File: src/sv/bmi_pkg.sv
// Shared types and constants of the Bareiss matrix inverter.
// Used by the controller, the datapath and the top level; depends on nothing.
`default_nettype none

package bmi_pkg;

	localparam int DATA_W = 64;
	localparam int PROD_W = 128;
	localparam int INV_W = 48;
	localparam int FRAC_BITS = 16;
	localparam int SIZE_W = 4;
	localparam int STATUS_W = 2;

	localparam logic [SIZE_W-1:0] SIZE_RESET = 4'd8;

	localparam logic [STATUS_W-1:0] ST_OK = 2'd0;
	localparam logic [STATUS_W-1:0] ST_ZERO_DET = 2'd1;
	localparam logic [STATUS_W-1:0] ST_ZERO_PIV = 2'd2;
	localparam logic [STATUS_W-1:0] ST_OVF = 2'd3;

	typedef logic [3:0] op_t;
	localparam op_t OP_NONE = 4'd0;
	localparam op_t OP_LOAD_ENTRY = 4'd1;
	localparam op_t OP_WRITE_CONST = 4'd2;
	localparam op_t OP_INIT = 4'd3;
	localparam op_t OP_MUL_A = 4'd4;
	localparam op_t OP_MUL_B = 4'd5;
	localparam op_t OP_SUB = 4'd6;
	localparam op_t OP_DIV_ELIM = 4'd7;
	localparam op_t OP_ELIM_FIN = 4'd8;
	localparam op_t OP_WRITE_RES = 4'd9;
	localparam op_t OP_NEXT_PIVOT = 4'd10;
	localparam op_t OP_DIV_Q16 = 4'd11;
	localparam op_t OP_Q16_RND = 4'd12;
	localparam op_t OP_Q16_INC = 4'd13;
	localparam op_t OP_Q16_SAT = 4'd14;
	localparam op_t OP_OUT_LOAD = 4'd15;

	typedef logic [2:0] ld_t;
	localparam ld_t LD_NONE = 3'd0;
	localparam ld_t LD_PIV = 3'd1;
	localparam ld_t LD_FAC = 3'd2;
	localparam ld_t LD_A = 3'd3;
	localparam ld_t LD_B = 3'd4;
	localparam ld_t LD_ADJ = 3'd5;

	typedef struct packed {
		op_t op;
		ld_t ld;
		logic const_one;
		logic [STATUS_W-1:0] status;
	} cmd_t;

	typedef struct packed {
		logic mul_done;
		logic div_done;
		logic piv_zero;
		logic ovf;
	} stat_t;

endpackage

`default_nettype wire

File: src/sv/bmi_ctrl.sv
// Controller of the inverter: load counters, elimination loops over pivot, row
// and column, and the result sequence. Uses bmi_pkg; drives bmi_datapath.
`default_nettype none

module bmi_ctrl #(
	parameter int MAX_DIM = 8
) (
	input wire logic clk,
	input wire logic arst_n,
	input wire logic cfg_write_en,
	input wire logic [3:0] cfg_write_data,
	input wire logic in_valid,
	output logic in_ready,
	output logic out_valid,
	input wire logic out_ready,
	output logic last_result,
	output logic [1:0] status,
	input wire bmi_pkg::stat_t stat,
	output bmi_pkg::cmd_t cmd,
	output logic [$clog2(MAX_DIM)+$clog2(2*MAX_DIM)-1:0] addr
);

	localparam int RB = $clog2(MAX_DIM);
	localparam int CB = $clog2(2 * MAX_DIM);
	localparam int NB = $clog2(MAX_DIM + 1);

	localparam logic [4:0] S_LOAD = 5'd0;
	localparam logic [4:0] S_START = 5'd1;
	localparam logic [4:0] S_IDENT = 5'd2;
	localparam logic [4:0] S_PIV_RD = 5'd3;
	localparam logic [4:0] S_PIV_LD = 5'd4;
	localparam logic [4:0] S_PIV_CHK = 5'd5;
	localparam logic [4:0] S_ROW = 5'd6;
	localparam logic [4:0] S_FAC_LD = 5'd7;
	localparam logic [4:0] S_CELL_RDA = 5'd8;
	localparam logic [4:0] S_CELL_RDB = 5'd9;
	localparam logic [4:0] S_CELL_LDB = 5'd10;
	localparam logic [4:0] S_MUL_A = 5'd11;
	localparam logic [4:0] S_MUL_B = 5'd12;
	localparam logic [4:0] S_DIV_GO = 5'd13;
	localparam logic [4:0] S_DIV_W = 5'd14;
	localparam logic [4:0] S_CELL_WR = 5'd15;
	localparam logic [4:0] S_PIV_NEXT = 5'd16;
	localparam logic [4:0] S_OUT = 5'd17;
	localparam logic [4:0] S_ADJ_LD = 5'd18;
	localparam logic [4:0] S_Q_GO = 5'd19;
	localparam logic [4:0] S_Q_W = 5'd20;
	localparam logic [4:0] S_Q_INC = 5'd21;
	localparam logic [4:0] S_Q_SAT = 5'd22;
	localparam logic [4:0] S_OUT_LD = 5'd23;
	localparam logic [4:0] S_OUT_V = 5'd24;

	logic [4:0] state_q, state_d;
	logic [3:0] size_q;
	logic [RB-1:0] lrow_q, lrow_d, lcol_q, lcol_d, p_q, p_d, i_q, i_d, r_q, r_d, c_q, c_d;
	logic [CB-1:0] j_q, j_d;
	logic [1:0] status_q, status_d;
	logic [NB-1:0] n_eff;
	logic [RB-1:0] n_m1;
	logic [CB-1:0] twon_m1, aug_col, p_col;
	logic last_out;

	// A size of zero acts as one; a size beyond the largest acts as the largest.
	always_comb begin
		if (size_q == 4'd0) begin
			n_eff = NB'(1);
		end else if (32'(size_q) > MAX_DIM) begin
			n_eff = NB'(MAX_DIM);
		end else begin
			n_eff = NB'(size_q);
		end
	end

	assign n_m1 = RB'(n_eff - NB'(1));
	assign twon_m1 = CB'({n_eff, 1'b0}) - CB'(1);
	assign aug_col = CB'(n_eff) + CB'(c_q);
	assign p_col = CB'(p_q);
	assign last_out = (r_q == n_m1) && (c_q == n_m1);

	always_comb begin
		state_d = state_q;
		lrow_d = lrow_q;
		lcol_d = lcol_q;
		p_d = p_q;
		i_d = i_q;
		j_d = j_q;
		r_d = r_q;
		c_d = c_q;
		status_d = status_q;
		cmd.op = bmi_pkg::OP_NONE;
		cmd.ld = bmi_pkg::LD_NONE;
		cmd.const_one = 1'b0;
		cmd.status = status_q;
		addr = '0;
		in_ready = 1'b0;
		out_valid = 1'b0;
		unique case (state_q)
			S_LOAD: begin
				in_ready = 1'b1;
				addr = {lrow_q, CB'(lcol_q)};
				if (in_valid) begin
					cmd.op = bmi_pkg::OP_LOAD_ENTRY;
					if (lcol_q == n_m1) begin
						lcol_d = '0;
						if (lrow_q == n_m1) begin
							lrow_d = '0;
							state_d = S_START;
						end else begin
							lrow_d = lrow_q + RB'(1);
						end
					end else begin
						lcol_d = lcol_q + RB'(1);
					end
				end
			end
			S_START: begin
				cmd.op = bmi_pkg::OP_INIT;
				r_d = '0;
				c_d = '0;
				state_d = S_IDENT;
			end
			S_IDENT: begin
				cmd.op = bmi_pkg::OP_WRITE_CONST;
				cmd.const_one = r_q == c_q;
				addr = {r_q, aug_col};
				if (c_q == n_m1) begin
					c_d = '0;
					if (r_q == n_m1) begin
						r_d = '0;
						p_d = '0;
						state_d = S_PIV_RD;
					end else begin
						r_d = r_q + RB'(1);
					end
				end else begin
					c_d = c_q + RB'(1);
				end
			end
			S_PIV_RD: begin
				addr = {p_q, p_col};
				state_d = S_PIV_LD;
			end
			S_PIV_LD: begin
				cmd.ld = bmi_pkg::LD_PIV;
				state_d = S_PIV_CHK;
			end
			S_PIV_CHK: begin
				// Only the final pivot may be zero; that case yields a zero determinant.
				if (stat.piv_zero && (p_q != n_m1)) begin
					status_d = bmi_pkg::ST_ZERO_PIV;
					r_d = '0;
					c_d = '0;
					state_d = S_OUT;
				end else begin
					i_d = '0;
					state_d = S_ROW;
				end
			end
			S_ROW: begin
				if (i_q == p_q) begin
					if (i_q == n_m1) begin
						state_d = S_PIV_NEXT;
					end else begin
						i_d = i_q + RB'(1);
					end
				end else begin
					addr = {i_q, p_col};
					state_d = S_FAC_LD;
				end
			end
			S_FAC_LD: begin
				cmd.ld = bmi_pkg::LD_FAC;
				j_d = p_col + CB'(1);
				state_d = S_CELL_RDA;
			end
			S_CELL_RDA: begin
				addr = {i_q, j_q};
				state_d = S_CELL_RDB;
			end
			S_CELL_RDB: begin
				cmd.ld = bmi_pkg::LD_A;
				addr = {p_q, j_q};
				state_d = S_CELL_LDB;
			end
			S_CELL_LDB: begin
				cmd.ld = bmi_pkg::LD_B;
				cmd.op = bmi_pkg::OP_MUL_A;
				state_d = S_MUL_A;
			end
			S_MUL_A: begin
				if (stat.mul_done) begin
					cmd.op = bmi_pkg::OP_MUL_B;
					state_d = S_MUL_B;
				end
			end
			S_MUL_B: begin
				if (stat.mul_done) begin
					cmd.op = bmi_pkg::OP_SUB;
					state_d = S_DIV_GO;
				end
			end
			S_DIV_GO: begin
				cmd.op = bmi_pkg::OP_DIV_ELIM;
				state_d = S_DIV_W;
			end
			S_DIV_W: begin
				if (stat.div_done) begin
					cmd.op = bmi_pkg::OP_ELIM_FIN;
					state_d = S_CELL_WR;
				end
			end
			S_CELL_WR: begin
				if (stat.ovf) begin
					status_d = bmi_pkg::ST_OVF;
					r_d = '0;
					c_d = '0;
					state_d = S_OUT;
				end else begin
					cmd.op = bmi_pkg::OP_WRITE_RES;
					addr = {i_q, j_q};
					if (j_q == twon_m1) begin
						if (i_q == n_m1) begin
							state_d = S_PIV_NEXT;
						end else begin
							i_d = i_q + RB'(1);
							state_d = S_ROW;
						end
					end else begin
						j_d = j_q + CB'(1);
						state_d = S_CELL_RDA;
					end
				end
			end
			S_PIV_NEXT: begin
				cmd.op = bmi_pkg::OP_NEXT_PIVOT;
				if (p_q == n_m1) begin
					status_d = stat.piv_zero ? bmi_pkg::ST_ZERO_DET : bmi_pkg::ST_OK;
					r_d = '0;
					c_d = '0;
					state_d = S_OUT;
				end else begin
					p_d = p_q + RB'(1);
					state_d = S_PIV_RD;
				end
			end
			S_OUT: begin
				if ((status_q == bmi_pkg::ST_ZERO_PIV) || (status_q == bmi_pkg::ST_OVF)) begin
					state_d = S_OUT_LD;
				end else begin
					addr = {r_q, aug_col};
					state_d = S_ADJ_LD;
				end
			end
			S_ADJ_LD: begin
				cmd.ld = bmi_pkg::LD_ADJ;
				state_d = (status_q == bmi_pkg::ST_OK) ? S_Q_GO : S_OUT_LD;
			end
			S_Q_GO: begin
				cmd.op = bmi_pkg::OP_DIV_Q16;
				state_d = S_Q_W;
			end
			S_Q_W: begin
				if (stat.div_done) begin
					cmd.op = bmi_pkg::OP_Q16_RND;
					state_d = S_Q_INC;
				end
			end
			S_Q_INC: begin
				cmd.op = bmi_pkg::OP_Q16_INC;
				state_d = S_Q_SAT;
			end
			S_Q_SAT: begin
				cmd.op = bmi_pkg::OP_Q16_SAT;
				state_d = S_OUT_LD;
			end
			S_OUT_LD: begin
				cmd.op = bmi_pkg::OP_OUT_LOAD;
				state_d = S_OUT_V;
			end
			S_OUT_V: begin
				out_valid = 1'b1;
				if (out_ready) begin
					if (last_out) begin
						state_d = S_LOAD;
					end else begin
						state_d = S_OUT;
						if (c_q == n_m1) begin
							c_d = '0;
							r_d = r_q + RB'(1);
						end else begin
							c_d = c_q + RB'(1);
						end
					end
				end
			end
			default: begin
				state_d = S_LOAD;
			end
		endcase
	end

	always_ff @(posedge clk or negedge arst_n) begin
		if (!arst_n) begin
			state_q <= S_LOAD;
			size_q <= bmi_pkg::SIZE_RESET;
			lrow_q <= '0;
			lcol_q <= '0;
			p_q <= '0;
			i_q <= '0;
			j_q <= '0;
			r_q <= '0;
			c_q <= '0;
			status_q <= bmi_pkg::ST_OK;
		end else begin
			state_q <= state_d;
			p_q <= p_d;
			i_q <= i_d;
			j_q <= j_d;
			r_q <= r_d;
			c_q <= c_d;
			status_q <= status_d;
			// A size write discards a partly loaded matrix.
			if (cfg_write_en) begin
				size_q <= cfg_write_data;
				lrow_q <= '0;
				lcol_q <= '0;
			end else begin
				lrow_q <= lrow_d;
				lcol_q <= lcol_d;
			end
		end
	end

	assign last_result = (state_q == S_OUT_V) && last_out;
	assign status = status_q;

endmodule

`default_nettype wire

File: config.mk
export PLATFORM = sky130hd
export DESIGN_NAME = bmi_ctrl
export DESIGN_NICKNAME = d
export VERILOG_FILES = /design/src/sv/bmi_pkg.sv /design/src/sv/bmi_ctrl.sv
export SDC_FILE = /design/constraint.sdc
export NUM_CORES = 1
export LEC_CHECK = 0
export ABC_CLOCK_PERIOD_IN_PS = 3110
export BUFFER_PORTS_ARGS = -buffer_cell sky130_fd_sc_hd__clkbuf_2
export CAP_MARGIN = 20
export CORE_MARGIN = 4
export CORE_UTILIZATION = 34
export DETAILED_ROUTE_END_ITERATION = 8
export HOLD_SLACK_MARGIN = 0.06
export PLACE_DENSITY = 0.47
export SLEW_MARGIN = 20
export SYNTH_ARGS = -nofsm -noshare
export SYNTH_HDL_FRONTEND = slang
export SYNTH_SLANG_ARGS = --single-unit
File: constraint.sdc
create_clock -name clk -period 3.11 [get_ports clk]
set_input_delay 0.311 -clock clk [delete_from_list [all_inputs] [get_ports clk]]
set_output_delay 0.311 -clock clk [all_outputs]
set_load 0.02 [all_outputs]
* Word-level counts from Yosys, hierarchy flattened
Index checks and enable logic that the tools add are counted.
Widths: inputs -> output; s select.
** Storage, ports and cells
- Bits in registers :: 33
- Bits in latches :: 0
- Word-level logic and storage cells :: 182
- Memories :: 0
- Memory bits (writable) :: 0
- Output and inout bits :: 22
- Bits in read-only memories :: 0
- Input bits :: 13
** Cells by class
- Reductions and logical operators :: 24
- $mul :: 0
- $lt $le $gt $ge :: 1
- Multiplexer cells :: 78
- Div/mod/pow operators :: 0
- $add $sub $neg :: 11
- Shift-type cells :: 0
- Equality and inequality tests :: 58
- Bitwise operators :: 0
** Operator list (count)
- $pmux 5 s25 :: 1
- $mux 3 :: 32
- $mux 5 :: 18
- $pmux 4 s15 :: 1
- $pmux 7 s8 :: 1
- $eq 5x5->1 const B :: 9
- $ne 2x2->1 const B :: 21
- $eq 5x4->1 const B :: 8
- $pmux 3 s6 :: 2
- $mux 4 :: 7
- $eq 3x3->1 :: 8
- $mux 7 :: 3
- $eq 5x3->1 const B :: 4
- $add 3x1->3 const B :: 6
- $pmux 3 s5 :: 1
- $reduce_and 11->1 :: 1
- $eq 5x2->1 const B :: 2
- $reduce_bool 2->1 :: 5
- $pmux 3 s3 :: 1
- $pmux 4 s2 :: 1
- $reduce_and 4->1 :: 2
- $reduce_and 8->1 :: 1
- $mux 2 :: 3
- $pmux 2 s3 :: 1
- other kinds (24) :: 33

* Longest topological paths before layout
- Depth in word-level cells :: 10
- Mapped depth :: 10
- Mapped depth without buffers :: 9

* Worst setup path after synthesis
OpenSTA, ideal clock, no wires.
- Path type :: register to register
- Start point :: register size_q[0]
- End point :: register r_q[0]
- Library setup time :: 128 ps
- Stages on the path, launching flop included :: 10
- Setup slack :: 622 ps
- Arrival time :: 2360 ps
- Required time :: 2982 ps
- Path through :: dfrtp_1 > buf_4 > o21a_2 > ha_1 > nand2_1 > mux2_2 > o21ai_1 > a21boi_0 > nand2_1 > mux2_1
** On the way
- Cells in the longest elaborated chain, start to end :: 8
** Ends and longest elaborated chain
- from (decl) :: line bmi_ctrl.sv:54 : logic [3:0] size_q;
- from (signal assigned) :: line bmi_ctrl.sv:305 : size_q <= bmi_pkg::SIZE_RESET;
- from (signal assigned) :: line bmi_ctrl.sv:324 : size_q <= cfg_write_data;
- $gt 4x4->1 :: line bmi_ctrl.sv:67 : end else if (32'(size_q) > MAX_DIM) begin
- $mux 4 :: line bmi_ctrl.sv:67
- $mux 4 (*) :: line bmi_ctrl.sv:65 : if (size_q == 4'd0) begin
- $sub 3x1->3 (*) :: line bmi_ctrl.sv:74 : assign n_m1 = RB'(n_eff - NB'(1));
- $eq 3x3->1, or another cell as far along :: line bmi_ctrl.sv:78, bmi_ctrl.sv:128
- $mux 3, or another cell as far along :: line bmi_ctrl.sv:128 : if (r_q == n_m1) begin
- $mux 3 or $ne 2x2->1 (tied branches)
- $pmux 3 s6 or $reduce_and 8->1 (tied branches)
- to (signal assigned) :: line bmi_ctrl.sv:319 : r_q <= r_d;
- to (decl) :: line bmi_ctrl.sv:55 : logic [RB-1:0] lrow_q, lrow_d, lcol_q, lcol_d, p_q, p_d, i_q, i_d, r_q, r_d, c_q, c_d;
Mark *: on every way between the ends. The rest lies on a longest branch, timed or not. The select of a mux whose other input is x is not followed.
A chain may end at the register's enable or synchronous reset.

* Worst setup path in the final report
- Start point :: register size_q[3]
- End point :: output port last_result
** On the way
- Cells in the longest elaborated chain, start to end :: 7
** Ends and longest elaborated chain
- $gt 4x4->1 :: line bmi_ctrl.sv:67
- $mux 4 :: line bmi_ctrl.sv:67
- $mux 4 (*) :: line bmi_ctrl.sv:65
- $sub 3x1->3 (*) :: line bmi_ctrl.sv:74
- $eq 3x3->1 :: line bmi_ctrl.sv:78 : assign last_out = (r_q == n_m1) && (c_q == n_m1);
- $logic_and 1x1->1 (*) :: line bmi_ctrl.sv:78
- $logic_and 1x1->1 (*) :: line bmi_ctrl.sv:334 : assign last_result = (state_q == S_OUT_V) && last_out;
- to (decl) :: line bmi_ctrl.sv:16 : output logic last_result,
Mark *: on every way between the ends. The rest lies on a longest branch, timed or not.

==> out/metrics.cfg <==
[clock_network]
cts_setup_buffers=0
cts_made_buffers=5
cts-htree-levels=2
cts-resized-gates=0
cts_tree=done
cts_root_buf=clkbuf_8
cts_sinks=33
clk_path_buf_depth=2
clock_latency_ns=0.30
holdBufCountCts=0
clk_pin_slew_worst_paths_ns=0.08

[logic_synthesis]
syn_avg_cell_area_um2=7.71
async_flop_share_pct=100
synth-seq-area-share_pct=24.3
synthesis.nets=465
synth.cell_area_um2=3400
synthDistinctLibCells=69
synth_edf_count=0
synth_warnings=0
syn_inst=441
ys_ff_latch=33
synth_flop_cell=dfrtp_1

[sta]
tightest_slew_ns=0.933
relSlewSlack_pct=37.8
skew_ns=0.0106
timing_hold_violations_final=0
slew_violations=0
fmax_ghz=0.342
setup_viol=0
min_period_ns=2.92
fin_setup_tns_ns=0
fin_ws_ns=0.189
rsz0062_at_grt=false
fin_crit_sh_pct=93.9

[setup_path]
critPathRequiredTime_ns=2.80
worstPathMaxFanout=12
slowest_delay_ns=0.66
crit_chain=inv_1 > o21a_2 > ha_1 > nand2_1 > mux2_2 > a211oi_2 > and2_1 > clkbuf_2
path_buf_inv=2
cp-end-kind=output pin
path_delay_family=flip-flops
path_class=flip-flop to output pin
cp_slowest_cell=dfstp_2
cp-start-kind=flip-flop
cp.arrival_ns=2.61

[placement]
dp_slack_ns=0.336
dp_hpwl_um=8740
routabilityCongestion=0.886
io_buffer_count=34

[global_route]
grt_antenna_before_repair=0
grt_pass1_vias=3291
grt_max_degree=34
grt-ovfl-total=0
grt_pass1_wl_um=18200
track_usage_pct=19.8

[cells_and_area]
antenna-diode-count=0
seq_area_um2=827
area_delta_synth_final_pct=13.4
drive_gt1_share_pct=17.8
fillers=1038
multiInputGateArea_um2=2380
nNetsFinal=494

[power_and_ir_drop]
p_leak_nw=1.63
irDropWorstVdd_mv=0.319
power_density_nw_per_um2=826

[status]
outcome=complete, no violations

[die]
core-area_um2=9770
die-area_um2=11700
rows=36
die_h_um=108
start_util_pct=34.8
die_w_um=108
top_level_ports=35

[job]
drv_cap=0

[detailed_routing]
drt-total-wl_um=11300
routed_via_density=5.82
drtIter0Drc=311
wl_per_cell_um=18.7
vias=3515
antenna_left=0
firstDrtPassIters=5
drc=0

[min_path]
min_path_type=primary input to async pin

==> area by class of cell <==
cell class | count | share of cell area [%]
multi-input combinational | 362 | 61.9
tap | 133 | 4.32
sequential | 33 | 21.5
clock buffer | 6 | 1.88
inverter | 12 | 1.17
timing repair buffer | 56 | 9.03
clock inverter | 2 | 0.260
==> worst register-to-register path, stage by stage, from the launching register on <==
cell and delay (ns):
dfrtp_1 0.62, nor2b_1 0.18, or4_1 0.42, a31o_1 0.27, a21bo_2 0.25, a211oi_2 0.36
and2_1 0.25, mux2_1 0.33
==> synth_stat cells (4+ instances only) <==
cell type | count | area share, %
a211oi_2 | 4 | 1.5
a21boi_0 | 4 | 0.88
a21o_1 | 5 | 1.1
a21oi_1 | 20 | 2.9
a222oi_1 | 5 | 1.5
a22oi_1 | 4 | 0.88
a31oi_1 | 8 | 1.5
and2_1 | 9 | 1.7
and3_1 | 6 | 1.1
buf_1 | 6 | 0.66
clkbuf_1 | 22 | 2.4
dfrtp_1 | 32 | 24
ha_1 | 11 | 4.1
inv_1 | 11 | 1.2
mux2_1 | 4 | 1.3
mux2_2 | 6 | 2.0
mux2i_1 | 9 | 2.7
nand2_1 | 48 | 5.3
nand2b_1 | 10 | 1.8
nand3_1 | 22 | 3.2
nand3b_1 | 5 | 1.1
nand4b_1 | 5 | 1.3
nor2_1 | 34 | 3.8
nor2b_1 | 10 | 1.8
nor3_1 | 7 | 1.0
nor3b_1 | 5 | 1.1
nor4_1 | 5 | 0.92
o211ai_1 | 6 | 1.3
o21ai_0 | 27 | 4.0
o22ai_1 | 4 | 0.74
o31ai_1 | 6 | 1.3
or4_1 | 5 | 1.1
xnor2_1 | 18 | 4.6
==> placed cells by master, fill, tap and decap left out, types with 10 or more instances in the layout <==
| cell type | instances |
|---|---|
| nand2_1 | 48 |
| nor2_1 | 34 |
| clkbuf_2 | 34 |
| dfrtp_1 | 32 |
| o21ai_0 | 27 |
| nand3_1 | 22 |
| buf_4 | 21 |
| a21oi_1 | 20 |
| xnor2_1 | 18 |
| inv_1 | 11 |
| ha_1 | 11 |
| nor2b_1 | 10 |
| nand2b_1 | 10 |
==> registers in the layout (all words and copies together), names as in the netlist <==
name and count:
c_q 3, i_q 3, j_q 4, lcol_q 3, lrow_q 3, p_q 3, r_q 3, size_q 4
state_q 5, status 2
==> layer usage <==
layer / up-vias / routed length (µm) / track usage [%]
met5: - / 0 / 0
met3: 11 / 585 / 1.91
li1: 1686 / - / -
met1: 1706 / 5100 / 27.2
met2: 112 / 5490 / 34.2
met4: 0 / 137 / 3.88
==> kinds of logic after synthesis <==
| logic type | Yosys count | synth area share (%) |
|---|---|---|
| compound gates | 124 | 25.6 |
| buf+inv | 46 | 5.71 |
| xor+xnor | 20 | 5.15 |
| simple gates | 188 | 29.2 |
| flops | 33 | 24.3 |
| mux | 19 | 5.96 |
| fa+ha+maj | 11 | 4.05 |
==> report_power, final <==
group	leakage (nW)	total, mW	switching (mW)	internal (mW)
combinational	1.16	2.08	1.27	0.811
clock	0.0450	0.333	0.178	0.155
sequential	0.428	0.768	0.224	0.544
==> final timing paths <==
check | start | to | slack [ns] | cells past startpoint
worst max-delay path | size_q[3] | last_result | 0.19 | 8
worst min-delay path | arst_n | state_q[0] | 0.14 | 1
worst max register to register | size_q[0] | c_q[1] | 0.33 | 7
worst min register to register | state_q[1] | state_q[1] | 0.58 | 1
max in group asynchronous | arst_n | size_q[2] | 2.38 | 1
min in group clk | cfg_write_data[3] | size_q[3] | 0.23 | 3
==> metrics by stage <==
stage / instances / util [%] / cell area [µm²] / total power, mW / hold slack, ns
2_1_floorplan: 441 / - / 3400 / 2.17 / 0.0154
3_3_place_gp: 596 / 38.6 / 3770 / 2.84 / 0.497
3_5_place_dp: 596 / 38.6 / 3770 / 2.84 / 0.494
4_1_cts: 604 / 39.4 / 3850 / 3.19 / 0.175
5_1_grt: 604 / 39.4 / 3850 / 3.44 / 0.211
6_report: 604 / 39.4 / 3850 / 3.18 / 0.145
No activity file was read; power rests on OpenSTA's default activity.
